[config.mk]
export PLATFORM = sky130hd
export DESIGN_NAME = hsv_to_rgb_converter_top
export DESIGN_NICKNAME = d
export VERILOG_FILES = /design/src/sv/h2r_pkg.sv /design/src/sv/h2r_hue_split.sv /design/src/sv/h2r_coef.sv /design/src/sv/h2r_scale.sv /design/src/sv/hsv_to_rgb_converter_top.sv
export SDC_FILE = /design/constraint.sdc
export NUM_CORES = 2
export LEC_CHECK = 0
export ABC_AREA = 1
export BUFFER_PORTS_ARGS = -buffer_cell sky130_fd_sc_hd__buf_4
export CAP_MARGIN = 20
export CORE_ASPECT_RATIO = 1.5
export CORE_UTILIZATION = 45
export DETAILED_ROUTE_END_ITERATION = 8
export PLACE_DENSITY = 0.66
export REMOVE_ABC_BUFFERS = 1
export SETUP_SLACK_MARGIN = 0.4
export SYNTH_ARGS = -nofsm -noshare
export SYNTH_HDL_FRONTEND = slang
export SYNTH_SLANG_ARGS = --single-unit
[constraint.sdc]
create_clock -name i_clk -period 8 [get_ports i_clk]
set_input_delay 1.2 -clock i_clk [delete_from_list [all_inputs] [get_ports i_clk]]
set_output_delay 1.2 -clock i_clk [all_outputs]
set_load 0.05 [all_outputs]
[src/sv/h2r_pkg.sv]
`timescale 1ns / 1ps
package h2r_pkg;

    localparam int unsigned HUE_W       = 16;
    localparam int unsigned PCT_W       = 8;
    localparam int unsigned CH_W        = 8;
    localparam int unsigned CLAMP_W     = 7;
    localparam int unsigned SEC_W       = 3;
    localparam int unsigned REM_W       = 6;
    localparam int unsigned K_W         = 13;
    localparam int unsigned DEG_W       = 9;
    localparam int unsigned Y_W         = 24;

    localparam int unsigned DEG_CIRCLE  = 360;
    localparam int unsigned SECTOR_DEG  = 60;
    localparam int unsigned PCT_MAX     = 100;
    localparam int unsigned K_FULL      = 6000;
    localparam int unsigned CH_SCALE    = 17;

    // floor(hue / 360) == (hue * HUE_RECIP) >> HUE_SHIFT for every 16-bit hue
    localparam int unsigned HUE_RECIP   = 46604;
    localparam int unsigned HUE_SHIFT   = 24;
    localparam int unsigned HUE_PROD_W  = 32;
    localparam int unsigned HUE_Q_W     = 8;

    // floor(y / 40000) == (y * CH_RECIP) >> CH_SHIFT for every y below 2**24
    localparam longint unsigned CH_RECIP = 64'd27487791;
    localparam int unsigned CH_SHIFT    = 40;
    localparam int unsigned CH_PROD_W   = 49;

    localparam logic [SEC_W-1:0] SEC_RY = 3'd0;
    localparam logic [SEC_W-1:0] SEC_YG = 3'd1;
    localparam logic [SEC_W-1:0] SEC_GC = 3'd2;
    localparam logic [SEC_W-1:0] SEC_CB = 3'd3;
    localparam logic [SEC_W-1:0] SEC_BM = 3'd4;
    localparam logic [SEC_W-1:0] SEC_MR = 3'd5;

    typedef struct packed {
        logic [HUE_W-1:0] hue;
        logic [PCT_W-1:0] saturation;
        logic [PCT_W-1:0] value_level;
    } t_hsv;

    typedef struct packed {
        logic [CH_W-1:0] red;
        logic [CH_W-1:0] green;
        logic [CH_W-1:0] blue;
    } t_rgb;

    typedef struct packed {
        logic [SEC_W-1:0]   sector;
        logic [REM_W-1:0]   rem;
        logic [CLAMP_W-1:0] sat;
        logic [CLAMP_W-1:0] val;
    } t_split;

    typedef struct packed {
        logic [SEC_W-1:0]   sector;
        logic [CLAMP_W-1:0] val;
        logic [K_W-1:0]     kp;
        logic [K_W-1:0]     kq;
        logic [K_W-1:0]     kt;
    } t_coef;

    typedef struct packed {
        logic en;
        logic vld;
    } t_stage_ctl;

endpackage

[src/sv/h2r_hue_split.sv]
`timescale 1ns / 1ps
module h2r_hue_split (
    input  logic           i_clk,
    input  logic           i_rst_n,
    input  h2r_pkg::t_stage_ctl i_ctl,
    input  h2r_pkg::t_hsv  i_hsv,
    output logic           o_vld,
    output h2r_pkg::t_split o_split
);
    import h2r_pkg::*;

    logic [HUE_PROD_W-1:0] r_prod1;
    logic [HUE_W-1:0]      r_hue1;
    logic [CLAMP_W-1:0]    r_sat1, r_val1;
    logic                  r_vld1;

    logic [DEG_W-1:0]      r_h2;
    logic [CLAMP_W-1:0]    r_sat2, r_val2;
    logic                  r_vld2;

    t_split                r_split3;
    logic                  r_vld3;

    logic [HUE_Q_W-1:0]    w_q;
    logic [HUE_W-1:0]      w_h_full;
    t_split                n_split;

    assign w_q      = r_prod1[HUE_SHIFT +: HUE_Q_W];
    assign w_h_full = r_hue1 - HUE_W'(HUE_W'(w_q) * HUE_W'(DEG_CIRCLE));

    always_comb begin
        n_split.sat = r_sat2;
        n_split.val = r_val2;
        if (r_h2 < DEG_W'(SECTOR_DEG)) begin
            n_split.sector = SEC_RY;
            n_split.rem    = REM_W'(r_h2);
        end else if (r_h2 < DEG_W'(2 * SECTOR_DEG)) begin
            n_split.sector = SEC_YG;
            n_split.rem    = REM_W'(r_h2 - DEG_W'(SECTOR_DEG));
        end else if (r_h2 < DEG_W'(3 * SECTOR_DEG)) begin
            n_split.sector = SEC_GC;
            n_split.rem    = REM_W'(r_h2 - DEG_W'(2 * SECTOR_DEG));
        end else if (r_h2 < DEG_W'(4 * SECTOR_DEG)) begin
            n_split.sector = SEC_CB;
            n_split.rem    = REM_W'(r_h2 - DEG_W'(3 * SECTOR_DEG));
        end else if (r_h2 < DEG_W'(5 * SECTOR_DEG)) begin
            n_split.sector = SEC_BM;
            n_split.rem    = REM_W'(r_h2 - DEG_W'(4 * SECTOR_DEG));
        end else begin
            n_split.sector = SEC_MR;
            n_split.rem    = REM_W'(r_h2 - DEG_W'(5 * SECTOR_DEG));
        end
    end

    always_ff @(posedge i_clk) begin
        if (!i_rst_n) begin
            r_vld1 <= 1'b0;
            r_vld2 <= 1'b0;
            r_vld3 <= 1'b0;
        end else if (i_ctl.en) begin
            r_vld1 <= i_ctl.vld;
            r_vld2 <= r_vld1;
            r_vld3 <= r_vld2;
        end
    end

    always_ff @(posedge i_clk) begin
        if (i_ctl.en) begin
            r_prod1  <= HUE_PROD_W'(i_hsv.hue) * HUE_PROD_W'(HUE_RECIP);
            r_hue1   <= i_hsv.hue;
            r_sat1   <= (i_hsv.saturation > PCT_W'(PCT_MAX)) ? CLAMP_W'(PCT_MAX)
                                                             : i_hsv.saturation[CLAMP_W-1:0];
            r_val1   <= (i_hsv.value_level > PCT_W'(PCT_MAX)) ? CLAMP_W'(PCT_MAX)
                                                              : i_hsv.value_level[CLAMP_W-1:0];
            r_h2     <= w_h_full[DEG_W-1:0];
            r_sat2   <= r_sat1;
            r_val2   <= r_val1;
            r_split3 <= n_split;
        end
    end

    assign o_vld   = r_vld3;
    assign o_split = r_split3;

endmodule

[src/sv/h2r_coef.sv]
`timescale 1ns / 1ps
module h2r_coef (
    input  logic            i_clk,
    input  logic            i_rst_n,
    input  h2r_pkg::t_stage_ctl i_ctl,
    input  h2r_pkg::t_split i_split,
    output logic            o_vld,
    output h2r_pkg::t_coef  o_coef
);
    import h2r_pkg::*;

    t_coef           r_coef;
    logic            r_vld;
    t_coef           n_coef;
    logic [K_W-1:0]  w_srem, w_sinv;

    assign w_srem = K_W'(i_split.sat) * K_W'(i_split.rem);
    assign w_sinv = K_W'(i_split.sat) * (K_W'(SECTOR_DEG) - K_W'(i_split.rem));

    always_comb begin
        n_coef.sector = i_split.sector;
        n_coef.val    = i_split.val;
        n_coef.kp     = K_W'(SECTOR_DEG) * (K_W'(PCT_MAX) - K_W'(i_split.sat));
        n_coef.kq     = K_W'(K_FULL) - w_srem;
        n_coef.kt     = K_W'(K_FULL) - w_sinv;
    end

    always_ff @(posedge i_clk) begin
        if (!i_rst_n) begin
            r_vld <= 1'b0;
        end else if (i_ctl.en) begin
            r_vld <= i_ctl.vld;
        end
    end

    always_ff @(posedge i_clk) begin
        if (i_ctl.en) begin
            r_coef <= n_coef;
        end
    end

    assign o_vld  = r_vld;
    assign o_coef = r_coef;

endmodule

[src/sv/h2r_scale.sv]
`timescale 1ns / 1ps
module h2r_scale (
    input  logic           i_clk,
    input  logic           i_rst_n,
    input  h2r_pkg::t_stage_ctl i_ctl,
    input  h2r_pkg::t_coef i_coef,
    output logic           o_vld,
    output h2r_pkg::t_rgb  o_rgb
);
    import h2r_pkg::*;

    logic [K_W-1:0]       w_k [3];
    logic [Y_W-1:0]       w_x [3];
    logic [CH_PROD_W-1:0] w_p [3];
    logic [Y_W-1:0]       r_y [3];
    logic [CH_W-1:0]      r_ch [3];
    logic                 r_vld5, r_vld6;

    always_comb begin
        case (i_coef.sector)
            SEC_RY: begin
                w_k[0] = K_W'(K_FULL); w_k[1] = i_coef.kt; w_k[2] = i_coef.kp;
            end
            SEC_YG: begin
                w_k[0] = i_coef.kq; w_k[1] = K_W'(K_FULL); w_k[2] = i_coef.kp;
            end
            SEC_GC: begin
                w_k[0] = i_coef.kp; w_k[1] = K_W'(K_FULL); w_k[2] = i_coef.kt;
            end
            SEC_CB: begin
                w_k[0] = i_coef.kp; w_k[1] = i_coef.kq; w_k[2] = K_W'(K_FULL);
            end
            SEC_BM: begin
                w_k[0] = i_coef.kt; w_k[1] = i_coef.kp; w_k[2] = K_W'(K_FULL);
            end
            default: begin
                w_k[0] = K_W'(K_FULL); w_k[1] = i_coef.kp; w_k[2] = i_coef.kq;
            end
        endcase
    end

    for (genvar g = 0; g < 3; g++) begin : g_lane
        assign w_x[g] = Y_W'(i_coef.val) * Y_W'(w_k[g]);
        assign w_p[g] = CH_PROD_W'(r_y[g]) * CH_PROD_W'(CH_RECIP);

        always_ff @(posedge i_clk) begin
            if (i_ctl.en) begin
                r_y[g]  <= Y_W'(CH_SCALE) * w_x[g];
                r_ch[g] <= w_p[g][CH_SHIFT +: CH_W];
            end
        end
    end

    always_ff @(posedge i_clk) begin
        if (!i_rst_n) begin
            r_vld5 <= 1'b0;
            r_vld6 <= 1'b0;
        end else if (i_ctl.en) begin
            r_vld5 <= i_ctl.vld;
            r_vld6 <= r_vld5;
        end
    end

    assign o_vld       = r_vld6;
    assign o_rgb.red   = r_ch[0];
    assign o_rgb.green = r_ch[1];
    assign o_rgb.blue  = r_ch[2];

endmodule

[src/sv/hsv_to_rgb_converter_top.sv]
// Each accepted input transaction runs through the hue split, coefficient and scale stages to its output transaction.
// Throughput: one transaction per cycle; all six stages advance together and hold
//   while the output transaction waits for i_out_ready.
// Reset: synchronous, active low on i_rst_n; clears every stage valid bit, data regs keep.
`timescale 1ns / 1ps
module hsv_to_rgb_converter_top (
    input  logic          i_clk,
    input  logic          i_rst_n,
    input  logic          i_in_valid,
    output logic          o_in_ready,
    input  h2r_pkg::t_hsv i_in_data,
    output logic          o_out_valid,
    input  logic          i_out_ready,
    output h2r_pkg::t_rgb o_out_data
);
    import h2r_pkg::*;

    logic       w_adv;
    t_stage_ctl w_ctl_in, w_ctl_split, w_ctl_coef;
    t_split     w_split;
    t_coef      w_coef;
    logic       w_split_vld, w_coef_vld;

    assign w_adv      = !o_out_valid || i_out_ready;
    assign o_in_ready = w_adv;

    assign w_ctl_in    = '{en: w_adv, vld: i_in_valid};
    assign w_ctl_split = '{en: w_adv, vld: w_split_vld};
    assign w_ctl_coef  = '{en: w_adv, vld: w_coef_vld};

    h2r_hue_split u_split (
        .i_clk   (i_clk),
        .i_rst_n (i_rst_n),
        .i_ctl   (w_ctl_in),
        .i_hsv   (i_in_data),
        .o_vld   (w_split_vld),
        .o_split (w_split)
    );

    h2r_coef u_coef (
        .i_clk   (i_clk),
        .i_rst_n (i_rst_n),
        .i_ctl   (w_ctl_split),
        .i_split (w_split),
        .o_vld   (w_coef_vld),
        .o_coef  (w_coef)
    );

    h2r_scale u_scale (
        .i_clk   (i_clk),
        .i_rst_n (i_rst_n),
        .i_ctl   (w_ctl_coef),
        .i_coef  (w_coef),
        .o_vld   (o_out_valid),
        .o_rgb   (o_out_data)
    );

    a_split_range: assert property (@(posedge i_clk) disable iff (!i_rst_n)
        w_split_vld |-> (w_split.rem < REM_W'(SECTOR_DEG)) && (w_split.sector <= SEC_MR)
            && (w_split.sat <= CLAMP_W'(PCT_MAX)) && (w_split.val <= CLAMP_W'(PCT_MAX)))
        else $error("hue split out of range");

    a_coef_range: assert property (@(posedge i_clk) disable iff (!i_rst_n)
        w_coef_vld |-> (w_coef.kp <= K_W'(K_FULL)) && (w_coef.kq <= K_W'(K_FULL))
            && (w_coef.kt <= K_W'(K_FULL)))
        else $error("coefficient above full scale");

    a_reset_flush: assert property (@(posedge i_clk)
        !i_rst_n |=> !o_out_valid && !w_split_vld && !w_coef_vld)
        else $error("pipeline valid after reset");

endmodule
==> qor.yml <==
setup_path:
  cpPeakStageDelay_ns: 0.53
  arrival_ns: 7.56
  critPathRequiredTime_ns: 8.39
  critical_path.slowest_cell: "fa_1"
  r2r-end: "u_scale.r_y[0][70]"
  crit_path_start_kind: "register"
  end_kind: "register"
  reg2reg_depth: 32
  crit_type: "reg2reg"
  worst-path-max-fanout: 8
  r2r_start: "u_coef.o_coef[47]"
  ff2ff_setup_slack_ns: 0.83
sta:
  max_freq_ghz: 0.139
  fin_skew_ns: 0.0194
  slew_violations: 0
  tns_ns: 0
  worstMarginPinSlew_ns: 1.01
  rsz0062_at_grt: "yes"
  layout_min_cycle_time_ns: 7.17
  period_share_pct: 89.7
  setup_viol: 0
  setup_slack_ns: 0.827
  hold_viol: 0
  relSlewSlack_pct: 32.5
global_route:
  grt_max_degree: 83
  antenna_found_initial: 1
  grt_util_all_layers_pct: 23.8
  grt_pass1_vias: 49100
  grt_overflow: 0
  grt_pass1_wl_um: 254000
route:
  antenna_left: 0
  drt_iter0_markers: 1716
  vias_per_cell: 5.11
  firstDrtPassIters: 5
  wl_per_cell_um: 18.1
  dr_total_vias: 44400
  drc: 0
  wirelength_um: 157000
yosys:
  netlist_top_cells_area: "fa_1 34%, ha_1 23%, inv_1 12%"
  syn-cell-area_um2: 60900
  synth_fa_ha_area_share_pct: 56.4
  synthXorXnorAreaFrac_pct: 2.87
  synth-compound-area-share_pct: 6.22
  yosys_warnings: 0
  synth_area_per_cell_um2: 8.91
  synth.area.mux_share_pct: 0
  synth.distinct_cells: 62
  synthTopCellsByCount: "2000 x inv_1, 1108 x ha_1, 1022 x fa_1"
  yosys_register_bits: 223
  ys.flop_type: "edfxtp_1"
  yosysMostFrequentCell: "inv_1"
  yosysSeqAreaShare_pct: 10.9
  async_flop_share_pct: 0
  synth_edf_count: 217
  yosysTopAreaCell: "fa_1"
  syn_inst: 6833
  synth_top_family_by_area: "adder cells"
  yosys.area.top_type_share_pct: 33.6
  yosys.area_share.simple_pct: 10.9
floorplanning:
  initial_core_util_pct: 45.6
  die-area_um2: 137000
  die_h_um: 452
  die_w_um: 302
  row_count: 164
  design.core.area_um2: 134000
  pin_count: 62
finish:
  finish.instance_area_um2: 64800
  layout-area-overhead-vs-synth_pct: 6.42
  drive_above_1_share_pct: 3.91
  nNetsFinal: 9086
clock_network:
  clkLatencyLatePin_ns: 0.64
  clkSinkCount: 223
  clkTransAtPathRegs_ns: 0.06
  h-tree-depth: 1
  clockBufferDepth: 3
  clk_root_buffer_cell: "clkbuf_16"
  cts_made_buffers: 27
  cts_hold_buf: 0
  tritoncts: "done"
placement:
  placement.io_buffers: 61
  place_congestion: 0.981
  placed_area_um2: 63500
  dp_hpwl_um: 141000
  pre_cts_ws_ns: 0.408
hold_path:
  holdPathEnd: "u_split.o_split[10]"
  min-delay-start: "u_split.r_sat2[3]"
  hold_depth: 0
  hp-class: "reg2reg"
status:
  outcome: "completed"
run:
  cap_violations: 0
==> how the worst max path moves through the flow <==
stage / startpoint / end / slack (ns)
after global routing: u_coef.o_coef[47] / u_scale.r_y[0][70] / 0.30
after floorplan: i_out_ready / o_in_ready / 0.97
after detailed placement: u_coef.o_coef[47] / u_scale.r_y[0][22] / 0.41
final: u_coef.o_coef[47] / u_scale.r_y[0][70] / 0.83
after CTS: u_coef.o_coef[47] / u_scale.r_y[0][22] / 0.46
after global placement: u_coef.o_coef[47] / u_scale.r_y[0][45] / 0.50
==> cells in the final DEF (no fill, tap or decap), types with 7 or more instances in the layout <==
cell type	count
a211oi_1	8
a21boi_0	7
a21o_1	39
a21oi_1	249
a21oi_2	9
a221oi_2	7
a31oi_1	45
buf_4	98
clkbuf_16	27
edfxtp_1	217
fa_1	1022
ha_1	1106
inv_1	1994
inv_2	15
nand2_1	795
nand2_2	15
nand3_1	133
nand4_1	52
nor2_1	460
nor2_2	10
nor3_1	52
nor4_1	21
o211ai_1	14
o21a_1	14
o21ai_0	170
o21ai_1	9
o21ai_2	9
o21bai_1	14
o221ai_1	7
o31ai_1	7
or2_2	16
xnor2_1	68
xor2_1	119
==> routing by layer <==
layer  wire length, um  global-route usage [%]  vias up
met5                 0                       0        -
met4             11300                    14.4        0
met3              4830                    1.76      498
met2             85100                    46.1     1058
met1             56200                    24.6    21600
li1                  -                       -    21200
==> logic make-up (layout without fill, tap and decap cells) <==
kind of cell,after synthesis,in the layout
other,0,1
xor gates and xnor gates,194,194
AOI/OAI and AO/OA,643,643
adders and majority gates,2130,2130
and+or+nand+nor,1584,1584
DFF,223,223
buffers and inverters,2059,2165
==> sequential cells by signal (all words and copies together) (netlist names) <==
| name | cells |
|---|---|
| u_split.r_sat1 | 7 |
| u_split.r_sat2 | 7 |
| u_scale.r_ch | 24 |
| u_split.r_vld1 | 1 |
| u_scale.r_vld5 | 1 |
| u_scale.o_vld | 1 |
| u_split.r_val1 | 7 |
| u_split.r_vld2 | 1 |
| u_coef.o_vld | 1 |
| u_split.r_prod1 | 6 |
| u_split.r_val2 | 7 |
| u_scale.r_y | 72 |
| u_coef.o_coef | 46 |
| u_split.o_vld | 1 |
| u_split.o_split | 23 |
| u_split.r_hue1 | 9 |
| u_split.r_h2 | 9 |
==> area by class of cell <==
class                   instances  area, um2
multi-input cells            4551      46700
fillers                     12700      68800
flip-flops and latches        223       6640
inverters                    2017       7590
well taps                    1743       2180
diodes                          1       2.50
clock inverters                17        213
repair buffers                100        776
clock buffers                  31        691
==> worst max-delay path: cells and delay by family, from the launching register on <==
kind / cells / cell delay, ns
AND/OR/NAND/NOR: 14 / 1.56
buffers and inverters: 6 / 0.61
adder cells (fa/ha/maj): 7 / 3.08
AO/OA/AOI/OAI: 5 / 1.17
flip-flops: 1 / 0.52
==> metrics by stage <==
step | util (%) | instances | hold WS, ns
after floorplan | - | 6791 | 0.400
after global placement | 47.5 | 8620 | 0.402
after detailed placement | 47.5 | 8620 | 0.405
after CTS | 48.2 | 8669 | 0.418
after global routing | 48.5 | 8682 | 0.425
final | 48.5 | 8683 | 0.416
==> timing repair <==
item                                    in CTS  in global routing
buffers inserted                             1                 13
pin swaps                                    0                  6
gates resized for setup                      0                 49
endpoints found under the setup margin       1                 27
Power is left out: the tool's default activity adds up to more than one toggle a clock period on the data nets, which glitch-free logic cannot reach.
